## src/rtl/cpxbs_pkg.sv

```systemverilog
// shared types, constants and microprogram for the charlieplex bar and servo sequencer
package cpxbs_pkg;

  localparam int SLOT_COUNT    = 12;
  localparam int LED_COUNT     = 6;
  localparam int BAR_GAIN      = 6;
  localparam int SERVO_GAIN    = 37;
  localparam int SERVO_STEP    = 50;
  localparam int SERVO_BASE    = 650;
  localparam int SERVO_MAX     = 2500;
  localparam int SERVO_PRELOAD = (SERVO_MAX - SERVO_BASE) / 2;
  localparam int DIV_BIAS      = 511;

  localparam logic [2:0] CPX0 = 3'b001;
  localparam logic [2:0] CPX1 = 3'b010;
  localparam logic [2:0] CPX2 = 3'b100;

  localparam logic [2:0] POS_PIN [8] = '{CPX0, CPX1, CPX1, CPX2, CPX0, CPX2, 3'b000, 3'b000};
  localparam logic [2:0] NEG_PIN [8] = '{CPX1, CPX0, CPX2, CPX1, CPX2, CPX0, 3'b000, 3'b000};

  typedef struct packed {
    logic       action;
    logic [9:0] adc_sample;
  } cpxbs_in_t;

  typedef struct packed {
    logic [2:0]  led_pin_level;
    logic [2:0]  led_pin_drive;
    logic [11:0] servo_pulse_us;
    logic        servo_running;
  } cpxbs_out_t;

  typedef enum logic [2:0] {
    OP_NOP,
    OP_TOGGLE,
    OP_ACC_BAR,
    OP_LATCH_BAR,
    OP_ACC_SERVO,
    OP_LATCH_TARGET,
    OP_SCAN,
    OP_COPY
  } op_t;

  typedef enum logic {
    JMP_NONE,
    JMP_SERVO_OFF
  } jmp_t;

  typedef logic [2:0] upc_t;

  typedef struct packed {
    op_t  op;
    logic advance;
    logic last;
    jmp_t jmp;
    upc_t target;
  } uword_t;

  typedef struct packed {
    op_t  op;
    logic advance;
    logic load;
  } dp_ctrl_t;

  typedef struct packed {
    logic [3:0] slot_index;
    logic       servo_enabled;
  } dp_status_t;

  // program entry points
  localparam upc_t UPC_BUTTON    = 3'd0;
  localparam upc_t UPC_MEASURE   = 3'd1;
  localparam upc_t UPC_SERVO     = 3'd3;
  localparam upc_t UPC_SCAN      = 3'd5;
  localparam upc_t UPC_COPY      = 3'd6;
  localparam upc_t UPC_IDLE_SLOT = 3'd7;

  function automatic uword_t ucode(input upc_t addr);
    uword_t w;
    w = '{op: OP_NOP, advance: 1'b1, last: 1'b1, jmp: JMP_NONE, target: UPC_BUTTON};
    case (addr)
      3'd0: w = '{op: OP_TOGGLE, advance: 1'b0, last: 1'b1, jmp: JMP_NONE, target: UPC_BUTTON};
      3'd1: w = '{op: OP_ACC_BAR, advance: 1'b0, last: 1'b0, jmp: JMP_NONE, target: UPC_BUTTON};
      3'd2: w = '{op: OP_LATCH_BAR, advance: 1'b0, last: 1'b0, jmp: JMP_SERVO_OFF,
                  target: UPC_IDLE_SLOT};
      3'd3: w = '{op: OP_ACC_SERVO, advance: 1'b0, last: 1'b0, jmp: JMP_NONE, target: UPC_BUTTON};
      3'd4: w = '{op: OP_LATCH_TARGET, advance: 1'b1, last: 1'b1, jmp: JMP_NONE,
                  target: UPC_BUTTON};
      3'd5: w = '{op: OP_SCAN, advance: 1'b1, last: 1'b1, jmp: JMP_NONE, target: UPC_BUTTON};
      3'd6: w = '{op: OP_COPY, advance: 1'b1, last: 1'b1, jmp: JMP_NONE, target: UPC_BUTTON};
      3'd7: w = '{op: OP_NOP, advance: 1'b1, last: 1'b1, jmp: JMP_NONE, target: UPC_BUTTON};
      default: w = '{op: OP_NOP, advance: 1'b1, last: 1'b1, jmp: JMP_NONE, target: UPC_BUTTON};
    endcase
    return w;
  endfunction

  // x / 1023 as (x + x/1024 + 1) / 1024, exact while the quotient stays below 64
  function automatic logic [5:0] div1023(input logic [15:0] x);
    logic [16:0] t;
    t = {1'b0, x} + {11'd0, x[15:10]} + 17'd1;
    return t[15:10];
  endfunction

endpackage

```

## src/rtl/cpxbs_datapath.sv

```systemverilog
// datapath: schedule state, scaling arithmetic, led scan and servo registers
module cpxbs_datapath #(
  parameter int LED_COUNT  = cpxbs_pkg::LED_COUNT,
  parameter int SLOT_COUNT = cpxbs_pkg::SLOT_COUNT
) (
  input  logic                 clk,
  input  logic                 rst,
  input  cpxbs_pkg::dp_ctrl_t  ctrl,
  input  logic [9:0]           sample_in,
  output cpxbs_pkg::dp_status_t status,
  output cpxbs_pkg::cpxbs_out_t result
);
  import cpxbs_pkg::*;

  logic [3:0]  slot_index;
  logic [2:0]  led_index;
  logic [2:0]  bar_level;
  logic [11:0] servo_target;
  logic        servo_enabled;
  logic [11:0] servo_compare;
  logic [2:0]  pin_level_reg;
  logic [2:0]  pin_drive_reg;
  logic [15:0] acc;
  logic [9:0]  sample;
  logic [5:0]  quo;

  assign quo = div1023(acc);

  // payload registers
  always_ff @(posedge clk) begin
    if (ctrl.load) begin
      sample <= sample_in;
    end
    case (ctrl.op)
      OP_ACC_BAR:   acc <= {6'd0, sample} * 16'(BAR_GAIN) + 16'(DIV_BIAS);
      OP_ACC_SERVO: acc <= {6'd0, sample} * 16'(SERVO_GAIN) + 16'(DIV_BIAS);
      default: ;
    endcase
  end

  always_ff @(posedge clk) begin
    if (rst) begin
      slot_index    <= '0;
      led_index     <= '0;
      bar_level     <= '0;
      servo_target  <= '0;
      servo_enabled <= 1'b0;
      servo_compare <= '0;
      pin_level_reg <= '0;
      pin_drive_reg <= '0;
    end else begin
      case (ctrl.op)
        OP_TOGGLE: begin
          if (!servo_enabled) begin
            servo_enabled <= 1'b1;
            servo_compare <= 12'(SERVO_PRELOAD);
          end else begin
            servo_enabled <= 1'b0;
          end
        end
        OP_LATCH_BAR: bar_level <= quo[2:0];
        OP_LATCH_TARGET: servo_target <= {6'd0, quo} * 12'(SERVO_STEP) + 12'(SERVO_BASE);
        OP_SCAN: begin
          if (bar_level > led_index) begin
            pin_level_reg <= POS_PIN[led_index];
            pin_drive_reg <= POS_PIN[led_index] | NEG_PIN[led_index];
          end else begin
            pin_level_reg <= '0;
            pin_drive_reg <= '0;
          end
          led_index <= (led_index >= 3'(LED_COUNT - 1)) ? 3'd0 : led_index + 3'd1;
        end
        OP_COPY: begin
          if (servo_enabled) begin
            servo_compare <= servo_target;
          end
        end
        default: ;
      endcase
      if (ctrl.advance) begin
        slot_index <= (slot_index >= 4'(SLOT_COUNT - 1)) ? 4'd0 : slot_index + 4'd1;
      end
    end
  end

  assign status.slot_index    = slot_index;
  assign status.servo_enabled = servo_enabled;

  assign result.led_pin_level  = pin_level_reg;
  assign result.led_pin_drive  = pin_drive_reg;
  assign result.servo_pulse_us = servo_compare;
  assign result.servo_running  = servo_enabled;

endmodule

```

## src/rtl/charlieplex_bar_and_servo_sequencer_core.sv

```systemverilog
// top level: microcoded sequencer driving the bar display and servo datapath
// Each accepted item starts a short microprogram picked from the item type and the
// current schedule slot; the block holds item_ready low while it runs and takes the
// next item in the cycle after the last step. A button press or any tick outside
// slot 0 runs a single step; a slot 0 tick runs 3 steps with the servo off and 4
// with it on (two constant scalings, each a registered multiply-add followed by a
// divide-by-1023 step). The visible result lives in the datapath registers themselves:
// the last step of an item, which is the only one that touches them, waits while a
// result is still waiting to be taken.
module charlieplex_bar_and_servo_sequencer_core #(
  parameter int LED_COUNT  = cpxbs_pkg::LED_COUNT,
  parameter int SLOT_COUNT = cpxbs_pkg::SLOT_COUNT
) (
  input  logic                   clk,
  input  logic                   rst,
  input  logic                   item_valid,
  output logic                   item_ready,
  input  cpxbs_pkg::cpxbs_in_t   item,
  output logic                   result_valid,
  input  logic                   result_ready,
  output cpxbs_pkg::cpxbs_out_t  result
);
  import cpxbs_pkg::*;

  logic       busy;
  upc_t       upc;
  upc_t       upc_next;
  upc_t       entry;
  uword_t     uw;
  logic       step;
  logic       accept;
  dp_ctrl_t   ctrl;
  dp_status_t status;

  assign item_ready = !busy;
  assign accept     = item_valid && item_ready;
  assign uw         = ucode(upc);
  // final step updates the visible registers, so hold it while a result waits
  assign step       = busy && !(uw.last && result_valid && !result_ready);

  always_comb begin
    if (item.action) begin
      entry = UPC_BUTTON;
    end else if (status.slot_index == 4'd0) begin
      entry = UPC_MEASURE;
    end else if (status.slot_index[0]) begin
      entry = UPC_SCAN;
    end else if (status.slot_index == 4'd2) begin
      entry = UPC_COPY;
    end else begin
      entry = UPC_IDLE_SLOT;
    end
  end

  always_comb begin
    if (uw.jmp == JMP_SERVO_OFF && !status.servo_enabled) begin
      upc_next = uw.target;
    end else begin
      upc_next = upc + 3'd1;
    end
  end

  assign ctrl.op      = step ? uw.op : OP_NOP;
  assign ctrl.advance = step && uw.advance;
  assign ctrl.load    = accept;

  always_ff @(posedge clk) begin
    if (rst) begin
      busy         <= 1'b0;
      upc          <= UPC_BUTTON;
      result_valid <= 1'b0;
    end else begin
      if (accept) begin
        busy <= 1'b1;
        upc  <= entry;
      end else if (step) begin
        if (uw.last) begin
          busy <= 1'b0;
        end else begin
          upc <= upc_next;
        end
      end
      if (step && uw.last) begin
        result_valid <= 1'b1;
      end else if (result_ready) begin
        result_valid <= 1'b0;
      end
    end
  end

  cpxbs_datapath #(
    .LED_COUNT  (LED_COUNT),
    .SLOT_COUNT (SLOT_COUNT)
  ) u_datapath (
    .clk       (clk),
    .rst       (rst),
    .ctrl      (ctrl),
    .sample_in (item.adc_sample),
    .status    (status),
    .result    (result)
  );

  // a stalled final step keeps its place in the program
  a_stall_holds: assert property (@(posedge clk) disable iff (rst)
    busy && uw.last && result_valid && !result_ready |=> busy && $stable(upc))
    else $error("final step moved while result was waiting");

  // a new result only appears after a final step ran
  a_result_from_last: assert property (@(posedge clk) disable iff (rst)
    $rose(result_valid) |-> $past(busy && uw.last))
    else $error("result raised without a final step");

  // a program runs to its final step without dropping out
  a_program_runs: assert property (@(posedge clk) disable iff (rst)
    busy && !uw.last |=> busy)
    else $error("microprogram ended early");

  // an accepted item always starts a program
  a_accept_starts: assert property (@(posedge clk) disable iff (rst)
    item_valid && item_ready |=> busy && upc == $past(entry))
    else $error("accepted item did not start at its entry point");

endmodule
```

## config.mk

```make
export PLATFORM = sky130hd
export DESIGN_NAME = charlieplex_bar_and_servo_sequencer_core
export DESIGN_NICKNAME = d
export VERILOG_FILES = /design/src/rtl/cpxbs_pkg.sv /design/src/rtl/cpxbs_datapath.sv /design/src/rtl/charlieplex_bar_and_servo_sequencer_core.sv
export SDC_FILE = /design/constraint.sdc
export NUM_CORES = 1
export LEC_CHECK = 0
export BUFFER_PORTS_ARGS = -buffer_cell sky130_fd_sc_hd__buf_2
export CAP_MARGIN = 0
export CORE_UTILIZATION = 66
export CTS_BUF_LIST = sky130_fd_sc_hd__clkbuf_8
export CTS_CLUSTER_DIAMETER = 100
export DETAILED_ROUTE_END_ITERATION = 8
export PLACE_DENSITY = 0.94
export SLEW_MARGIN = 15
export SYNTH_ARGS = -nofsm -noshare
export SYNTH_HDL_FRONTEND = slang
export SYNTH_SLANG_ARGS = --single-unit
```

## constraint.sdc

```tcl
create_clock -name clk -period 12.2 [get_ports clk]
set_input_delay 1.22 -clock clk [delete_from_list [all_inputs] [get_ports clk]]
set_output_delay 1.22 -clock clk [all_outputs]
set_load 0.01 [all_outputs]
```

==> run summary, run 1 <==
Area Overhead vs Synth - 7.15%
Met3 WL - 468 um
Max Buffers Root-to-Sink - 2
Largest delay share family, worst path - compound AO/OA/AOI/OAI gates
Drt total wl - 12.7 mm
Reg-to-Reg End - u_datapath.servo_target[11]$_SDFFE_PP0N_
CTS H-tree lvls - 3
Max Cap Viol - 0
Clock Latency Late Sink - 0.37 ns
Initial Utilization - 68.3%
Tmin final - 4.82 ns
HPWL after DPL - 9.89 mm
R2r setup slk - 7.38 ns
Largest vdd supply drop - 0.0933 mV
DR top layer - met4
Top Registers - u_datapath.acc x16, u_datapath.servo_compare x12, u_datapath.servo_target x11
First-pass GRT wire length - 21.7 mm
Chip width - 97.2 um
Ys flop type - dfxtp_1
Seq/Total Area, Yosys - 30.1%
Worst path most repeated cell - ha_1
Num CTS Buffers - 9
Layout cells sized above 1 - 9.83%
Initial drt markers - 266
Synth Area in Simple Gates - 16.8%
Worst Tran Pin Value - 1.12 ns
Slowest stage delay, CP - 0.51 ns
Largest net degree at the start of global routing - 46
Routed vias - 4,929
Compound-Gate Fraction of Synth Area - 17.3%
#FFs+latches synth - 77
Count of different cell masters after synthesis - 68
Largest area contributor in the netlist - ha_1
Nets - 813
Vias per cell - 6.09
Post-cts repair resize count - 0
Clock sink total - 77
Final period util - 39.5%
DRC - 0
GRT Util Overall - 27.8%
Hold path start - u_datapath.pin_drive_reg[1]$_SDFFE_PP0N_
Buffers on Ports - 35
Area of the multi-input gates - 0.00385 mm2
EDFF count, synth - 26
# setup viols final - 0
Commonest non-fill, non-tap cells in the layout - ha_1 (88), inv_1 (71), nor2_1 (69), dfxtp_1 (51), nand2_1 (45)
Hold path depth - 2
Most area-consuming cells after synthesis - ha_1 (18%), dfxtp_1 (17%), edfxtp_1 (13%)
Synth Cell Area - 0.00599 mm2
Minimum hold slack - 0.484 ns
Clock tree from TritonCTS - built
CP startpoint kind - flip-flop
Clock Pin Slew Worst Setup and Hold Paths - 0.09 ns
Buf/Inv on CP - 0
CP max FO - 8
Cell Rows - 34
GRT overflow - 0
Number of flip-flops under the largest register name - 16
Vias in the first global route - 5,057
RSZ-0062 raised after global routing - false
RR Startpoint - u_datapath.acc[12]$_DFFE_PP_
Most common cell after layout, fill and taps aside - ha_1
Register area - 0.00180 mm2
Critical path data required time - 12.46 ns
Leakage - 2.89 nW
Ys async rst share - 0%
Core footprint - 0.00876 mm2
CTS Hold Bufs - 0
Initial antenna violation count - 0
Pwr dens - 128 mW/mm2
Final Power - 0.000821 W
Top reg by flops - u_datapath.acc
Final Hold Fails - 0
Wire length per cell - 15.7 um
Fmax - 207 MHz
Final setup skew - 0.0168 ns
Die Area - 0.00946 mm2
Final TNS setup - 0 ns
Status - finished clean
Num ports - 36
Crit path cell chain - ha_1 > o211a_1 > o21ai_2 > a21oi_2 > and4_4 > xor2_1 > ha_1 > ha_1 > ha_1 > ha_1 > nor2b_1 > o21a_1 > o21ai_0 > a22oi_1 > o22ai_1 > nor3_1 > a2111oi_1
Root Buffer - clkbuf_8
M1 WL - 5.19 mm
Met2 wire length - 6.66 mm
Drt first pass iters - 7
Headroom to the max-slew limit - 24.7%
Worst R2R Path Depth - 17
Nature of the critical path endpoint - flip-flop
WP data arrival - 5.08 ns
Syn_nets - 783
Fin. max-slew vios - 0
Combinational family with the most area after synthesis - adder cells
Synth top area share - 18.4%
Synth Instances - 667
Finished Layout Cells - 810
Post-Synth XOR/XNOR Area - 5.71%
# fillers - 627
Post-DRT Antenna Nets - 0
Cells after DPL - 794
Mux cell area share after synthesis - 1.59%
Syn Area/Cell - 8.98 um2
Post-Synth Adder-Cell Area - 22.7%
Yosys warns - 0
Hold Path Sink - u_datapath.pin_drive_reg[1]$_SDFFE_PP0N_
Gpl congestion - 0.911
Setup CP Type - reg -> reg
Worst path slowest cell - edfxtp_1
Hold/Removal Path Class - reg -> reg
# diodes - 0
Post CTS Setup Buffer Count - 0
Die height - 97.2 um
[how the worst max path moves through the flow]
| stage | start | end | cells past startpoint |
|---|---|---|---|
| 6_report | u_datapath.acc[12]$_DFFE_PP_ | u_datapath.servo_target[11]$_SDFFE_PP0N_ | 17 |
| 4_1_cts | u_datapath.acc[12]$_DFFE_PP_ | u_datapath.servo_target[11]$_SDFFE_PP0N_ | 17 |
| 5_1_grt | u_datapath.acc[12]$_DFFE_PP_ | u_datapath.servo_target[11]$_SDFFE_PP0N_ | 17 |
| 3_3_place_gp | u_datapath.acc[12]$_DFFE_PP_ | u_datapath.servo_target[11]$_SDFFE_PP0N_ | 17 |
| 3_5_place_dp | u_datapath.acc[12]$_DFFE_PP_ | u_datapath.servo_target[11]$_SDFFE_PP0N_ | 17 |
| 2_1_floorplan | u_datapath.acc[12]$_DFFE_PP_ | u_datapath.servo_target[10]$_SDFFE_PP0N_ | 18 |
[layout make-up]
type	instances	share of cell area, %
multi-input cells	503	60.0
well taps	108	2.11
flip-flops and latches	77	28.1
clock inverters	7	0.975
inverters	71	4.15
repair buffers	35	2.73
clock buffers	9	1.93
[worst register-to-register path, cell delays in order (launching register included)]
cell and delay (ns):
edfxtp_1 0.51, ha_1 0.35, o211a_1 0.16, o21ai_2 0.10, a21oi_2 0.21, and4_4 0.32
xor2_1 0.27, ha_1 0.29, ha_1 0.30, ha_1 0.30, ha_1 0.35, nor2b_1 0.15
o21a_1 0.17, o21ai_0 0.38, a22oi_1 0.21, o22ai_1 0.25, nor3_1 0.08, a2111oi_1 0.32
[cell families after synthesis]
kind of cell | count (synthesis)
AO/OA/AOI/OAI | 149
XOR/XNOR | 39
adder cells (fa/ha/maj) | 101
buffers and inverters | 87
flip-flops | 77
multiplexers | 9
AND/OR/NAND/NOR | 205
[synth_stat cells (7+ instances only)]
cell,count
a21oi_1,31
mux2i_1,8
a21o_1,12
a22oi_1,8
nor3_1,26
nand2_1,45
ha_1,88
xor2_1,17
xnor2_1,22
dfxtp_1,51
o21ai_0,25
edfxtp_1,26
fa_1,13
nor2b_1,8
o211ai_1,7
nand3_1,11
inv_1,71
o21a_1,8
clkbuf_1,13
nand2b_1,8
nor2_1,69
[layer usage]
| layer | track usage [%] | up-vias |
|---|---|---|
| met5 | 0 | - |
| met1 | 31.1 | 2351 |
| li1 | - | 2412 |
| met2 | 51.2 | 127 |
| met3 | 4.53 | 39 |
| met4 | 13.0 | 0 |
[report_power, final]
group	leakage [nW]	total, W	switching (W)	internal [W]
Sequential	0.654	0.000301	0.0000164	0.000285
Clock	0.0950	0.000189	0.000110	0.0000790
Combinational	2.14	0.000331	0.000192	0.000139
Total	2.89	0.000821	0.000318	0.000502
[per-stage QoR]
stage	setup WS, ns	utilization (%)	area [um2]
after floorplan	7.84	-	5990
after global placement	7.67	71.1	6230
after detailed placement	7.41	71.1	6230
after CTS	7.40	73.2	6410
after global routing	6.83	73.2	6410
final	7.38	73.2	6410
No activity file was read; power rests on OpenSTA's default activity.
==> run 2: changes to the inputs <==
CORE_UTILIZATION = 58   (was 66)
PLACE_DENSITY = 0.88   (was 0.94)
clock period = 4.4 ns   (was 12.2 ns; I/O delays follow)
==> run 2 against run 1 <==
Clock power grew to 2.7 times the previous value. Cell area grew 9.5%. Count of clock-buffer cells in the layout is the same. Register-to-register slack lost 7.3 ns. Die area grew 14%. Setup slack lost 7.3 ns. Largest cell class unchanged. Highest routed layer unchanged.
==> run summary, run 2 (synthesis gave the netlist of run 1 again) <==
Crit path cell chain - ha_4 > a21o_1 > o21ai_4 > a211oi_4 > xor2_1 > inv_1 > ha_1 > inv_2 > ha_4 > ha_4 > inv_1 > fa_2 > nor2b_2 > o21a_1 > or3_4 > a22oi_2 > o22ai_2 > nor3_2 > a2111oi_2 (was ha_1 > o211a_1 > o21ai_2 > a21oi_2 > and4_4 > xor2_1 > ha_1 > ha_1 > ha_1 > ha_1 > nor2b_1 > o21a_1 > o21ai_0 > a22oi_1 > o22ai_1 > nor3_1 > a2111oi_1)
Nets - 839 (was 813)
Root Buffer - clkbuf_8 (unchanged)
Number of flip-flops under the largest register name - 16 (unchanged)
Num CTS Buffers - 9 (unchanged)
Headroom to the max-slew limit - 30.4% (was 24.7%)
Buffers on Ports - 35 (unchanged)
Largest vdd supply drop - 0.316 mV (was 0.0933 mV)
Die Area - 0.0107 mm2 (was 0.00946 mm2)
Logic pwr share - 43.6% (was 40.3%)
DR top layer - met4 (unchanged)
Initial Utilization - 60.4% (was 68.3%)
Clock tree from TritonCTS - built (unchanged)
Fin. max-slew vios - 0 (unchanged)
# fillers - 692 (was 627)
Vias in the first global route - 5,057 (unchanged)
Commonest non-fill, non-tap cells in the layout - inv_1 (69), nor2_1 (69), ha_1 (69), dfxtp_1 (51), nand2_1 (43) (was ha_1 (88), inv_1 (71), nor2_1 (69), dfxtp_1 (51), nand2_1 (45))
CP startpoint kind - flip-flop (unchanged)
Setup CP Type - reg -> reg (unchanged)
Switching pwr - 0.000931 W (was 0.000318 W)
Seq pwr share - 35.0% (was 36.7%)
Core footprint - 0.00991 mm2 (was 0.00876 mm2)
Internal power - 0.00144 W (was 0.000502 W)
Post-route cell area - 0.00702 mm2 (was 0.00641 mm2)
GRT overflow - 0 (unchanged)
Tmin final - 4.35 ns (was 4.82 ns)
Cell Rows - 36 (was 34)
M1 WL - 5.56 mm (was 5.19 mm)
Clock Latency Late Sink - 0.36 ns (was 0.37 ns)
Nature of the critical path endpoint - flip-flop (unchanged)
WP data arrival - 4.61 ns (was 5.08 ns)
Placed Area - 0.00639 mm2 (was 0.00623 mm2)
CTS Hold Bufs - 0 (unchanged)
Drt first pass iters - 5 (was 7)
Util after Layout - 70.9% (was 73.2%)
Critical path data required time - 4.66 ns (was 12.46 ns)
Layout cells sized above 1 - 19.1% (was 9.83%)
Clock sink total - 77 (unchanged)
Wire length per cell - 16.8 um (was 15.7 um)
HPWL after DPL - 10.1 mm (was 9.89 mm)
First-pass GRT wire length - 22.3 mm (was 21.7 mm)
Vias per cell - 5.97 (was 6.09)
Slowest stage delay, CP - 0.45 ns (was 0.51 ns)
Area Overhead vs Synth - 17.3% (was 7.15%)
Pwr dens - 338 mW/mm2 (was 128 mW/mm2)
Initial antenna violation count - 0 (unchanged)
Chip width - 104 um (was 97.2 um)
Met3 WL - 691 um (was 468 um)
Max Cap Viol - 0 (unchanged)
Leakage - 3.05 nW (was 2.89 nW)
Met2 wire length - 7.74 mm (was 6.66 mm)
Worst path most repeated cell - ha_4 (was ha_1)
Worst Tran Pin Value - 1.04 ns (was 1.12 ns)
Hold/Removal Path Class - in -> reg (was reg -> reg)
Die height - 104 um (was 97.2 um)
Clock share of power - 21.4% (was 23.1%)
Status - finished clean (unchanged)
Max Buffers Root-to-Sink - 2 (unchanged)
CP max FO - 3 (was 8)
Fmax - 230 MHz (was 207 MHz)
Largest net degree at the start of global routing - 46 (unchanged)
Final period util - 98.9% (was 39.5%)
Post-DRT Antenna Nets - 0 (unchanged)
DRC - 0 (unchanged)
Top Registers - u_datapath.acc x16, u_datapath.servo_compare x12, u_datapath.servo_target x11 (unchanged)
# setup viols final - 0 (unchanged)
Initial drt markers - 346 (was 266)
Num ports - 36 (unchanged)
GRT Util Overall - 25.4% (was 27.8%)
Clock Pin Slew Worst Setup and Hold Paths - 0.09 ns (about the same)
Final setup skew - 0.00932 ns (was 0.0168 ns)
CTS H-tree lvls - 3 (unchanged)
# diodes - 0 (unchanged)
Sw Share - 39.2% (was 38.8%)
Routed vias - 5,137 (was 4,929)
Drt total wl - 14.5 mm (was 12.7 mm)
Gpl congestion - 0.876 (was 0.911)
Top reg by flops - u_datapath.acc (unchanged)
Worst path slowest cell - edfxtp_1 (unchanged)
Final Hold Fails - 0 (unchanged)
## run 2: cell types whose count changed in the layout (fill, tap and decap cells not counted), moves of 3 or more
cell     previous run  this run
buf_4               0        26
ha_1               88        69
ha_4                0        17
nor3_1             24        21
xnor2_1            22        18
xnor2_2             0         4
## run 2: power by group through the flow
stage          Clock, W  Combinational [W]  Sequential [W]
2_1_floorplan         0           0.000712        0.000837
3_3_place_gp          0           0.000884        0.000840
3_5_place_dp          0           0.000934        0.000844
4_1_cts        0.000513           0.000953        0.000828
5_1_grt        0.000544            0.00114        0.000835
6_report       0.000507            0.00104        0.000830
## run 2: critical path: cells and delay by family (launching register included)
| family | cells | cell delay, ns |
|---|---|---|
| compound gates | 7 | 1.43 |
| xor+xnor | 1 | 0.25 |
| fa+ha+maj | 5 | 1.52 |
| buf+inv | 3 | 0.22 |
| flops | 1 | 0.45 |
| simple gates | 3 | 0.35 |
## run 2: what timing repair did
item                       4_1_cts  5_1_grt
pin swaps                        1       21
setup buffers                    2        7
setup endpoints to repair        2        3
resized for setup                8       46
gates cloned                     0        0
## run 2: path summary, 6_finish.rpt
| check | startpoint | end | slack, ns | cells past startpoint |
|---|---|---|---|---|
| setup / recovery | u_datapath.acc[12]$_DFFE_PP_ | u_datapath.servo_target[11]$_SDFFE_PP0N_ | 0.05 | 19 |
| hold / removal | item[6] | u_datapath.sample[6]$_DFFE_PP_ | 0.25 | 1 |
| setup reg to reg | u_datapath.acc[12]$_DFFE_PP_ | u_datapath.servo_target[11]$_SDFFE_PP0N_ | 0.05 | 19 |
| hold reg to reg | u_datapath.pin_drive_reg[1]$_SDFFE_PP0N_ | u_datapath.pin_drive_reg[1]$_SDFFE_PP0N_ | 0.46 | 2 |
## run 2: final cells by class
cell class              instances  area [um2]  share of cell area (%)
well taps                     133         166                    2.37
inverters                      71         267                    3.79
flip-flops and latches         77        1800                    25.7
repair buffers                 61         370                    5.27
clock buffers                   9         124                    1.76
multi-input cells             503        4240                    60.4
clock inverters                 7        55.1                   0.784
## run 2: metrics by stage
step                setup slack, ns  std cells  hold slack, ns  power, W  setup TNS, ns
finish                       0.0506        861           0.252   0.00237              0
global route                -0.0681        861           0.230   0.00252        -0.0681
CTS                          0.0145        854           0.240   0.00229              0
detailed placement           -0.222        836           0.449   0.00178         -0.264
global placement             0.0903        836           0.441   0.00172              0
floorplan                    0.0398        667           0.437   0.00155              0
## run 2: routing by layer
layer / up-vias / GRT usage (%)
li1: 2456 / -
met5: - / 0
met4: 0 / 12.2
met3: 44 / 5.22
met2: 182 / 47.0
met1: 2455 / 27.4
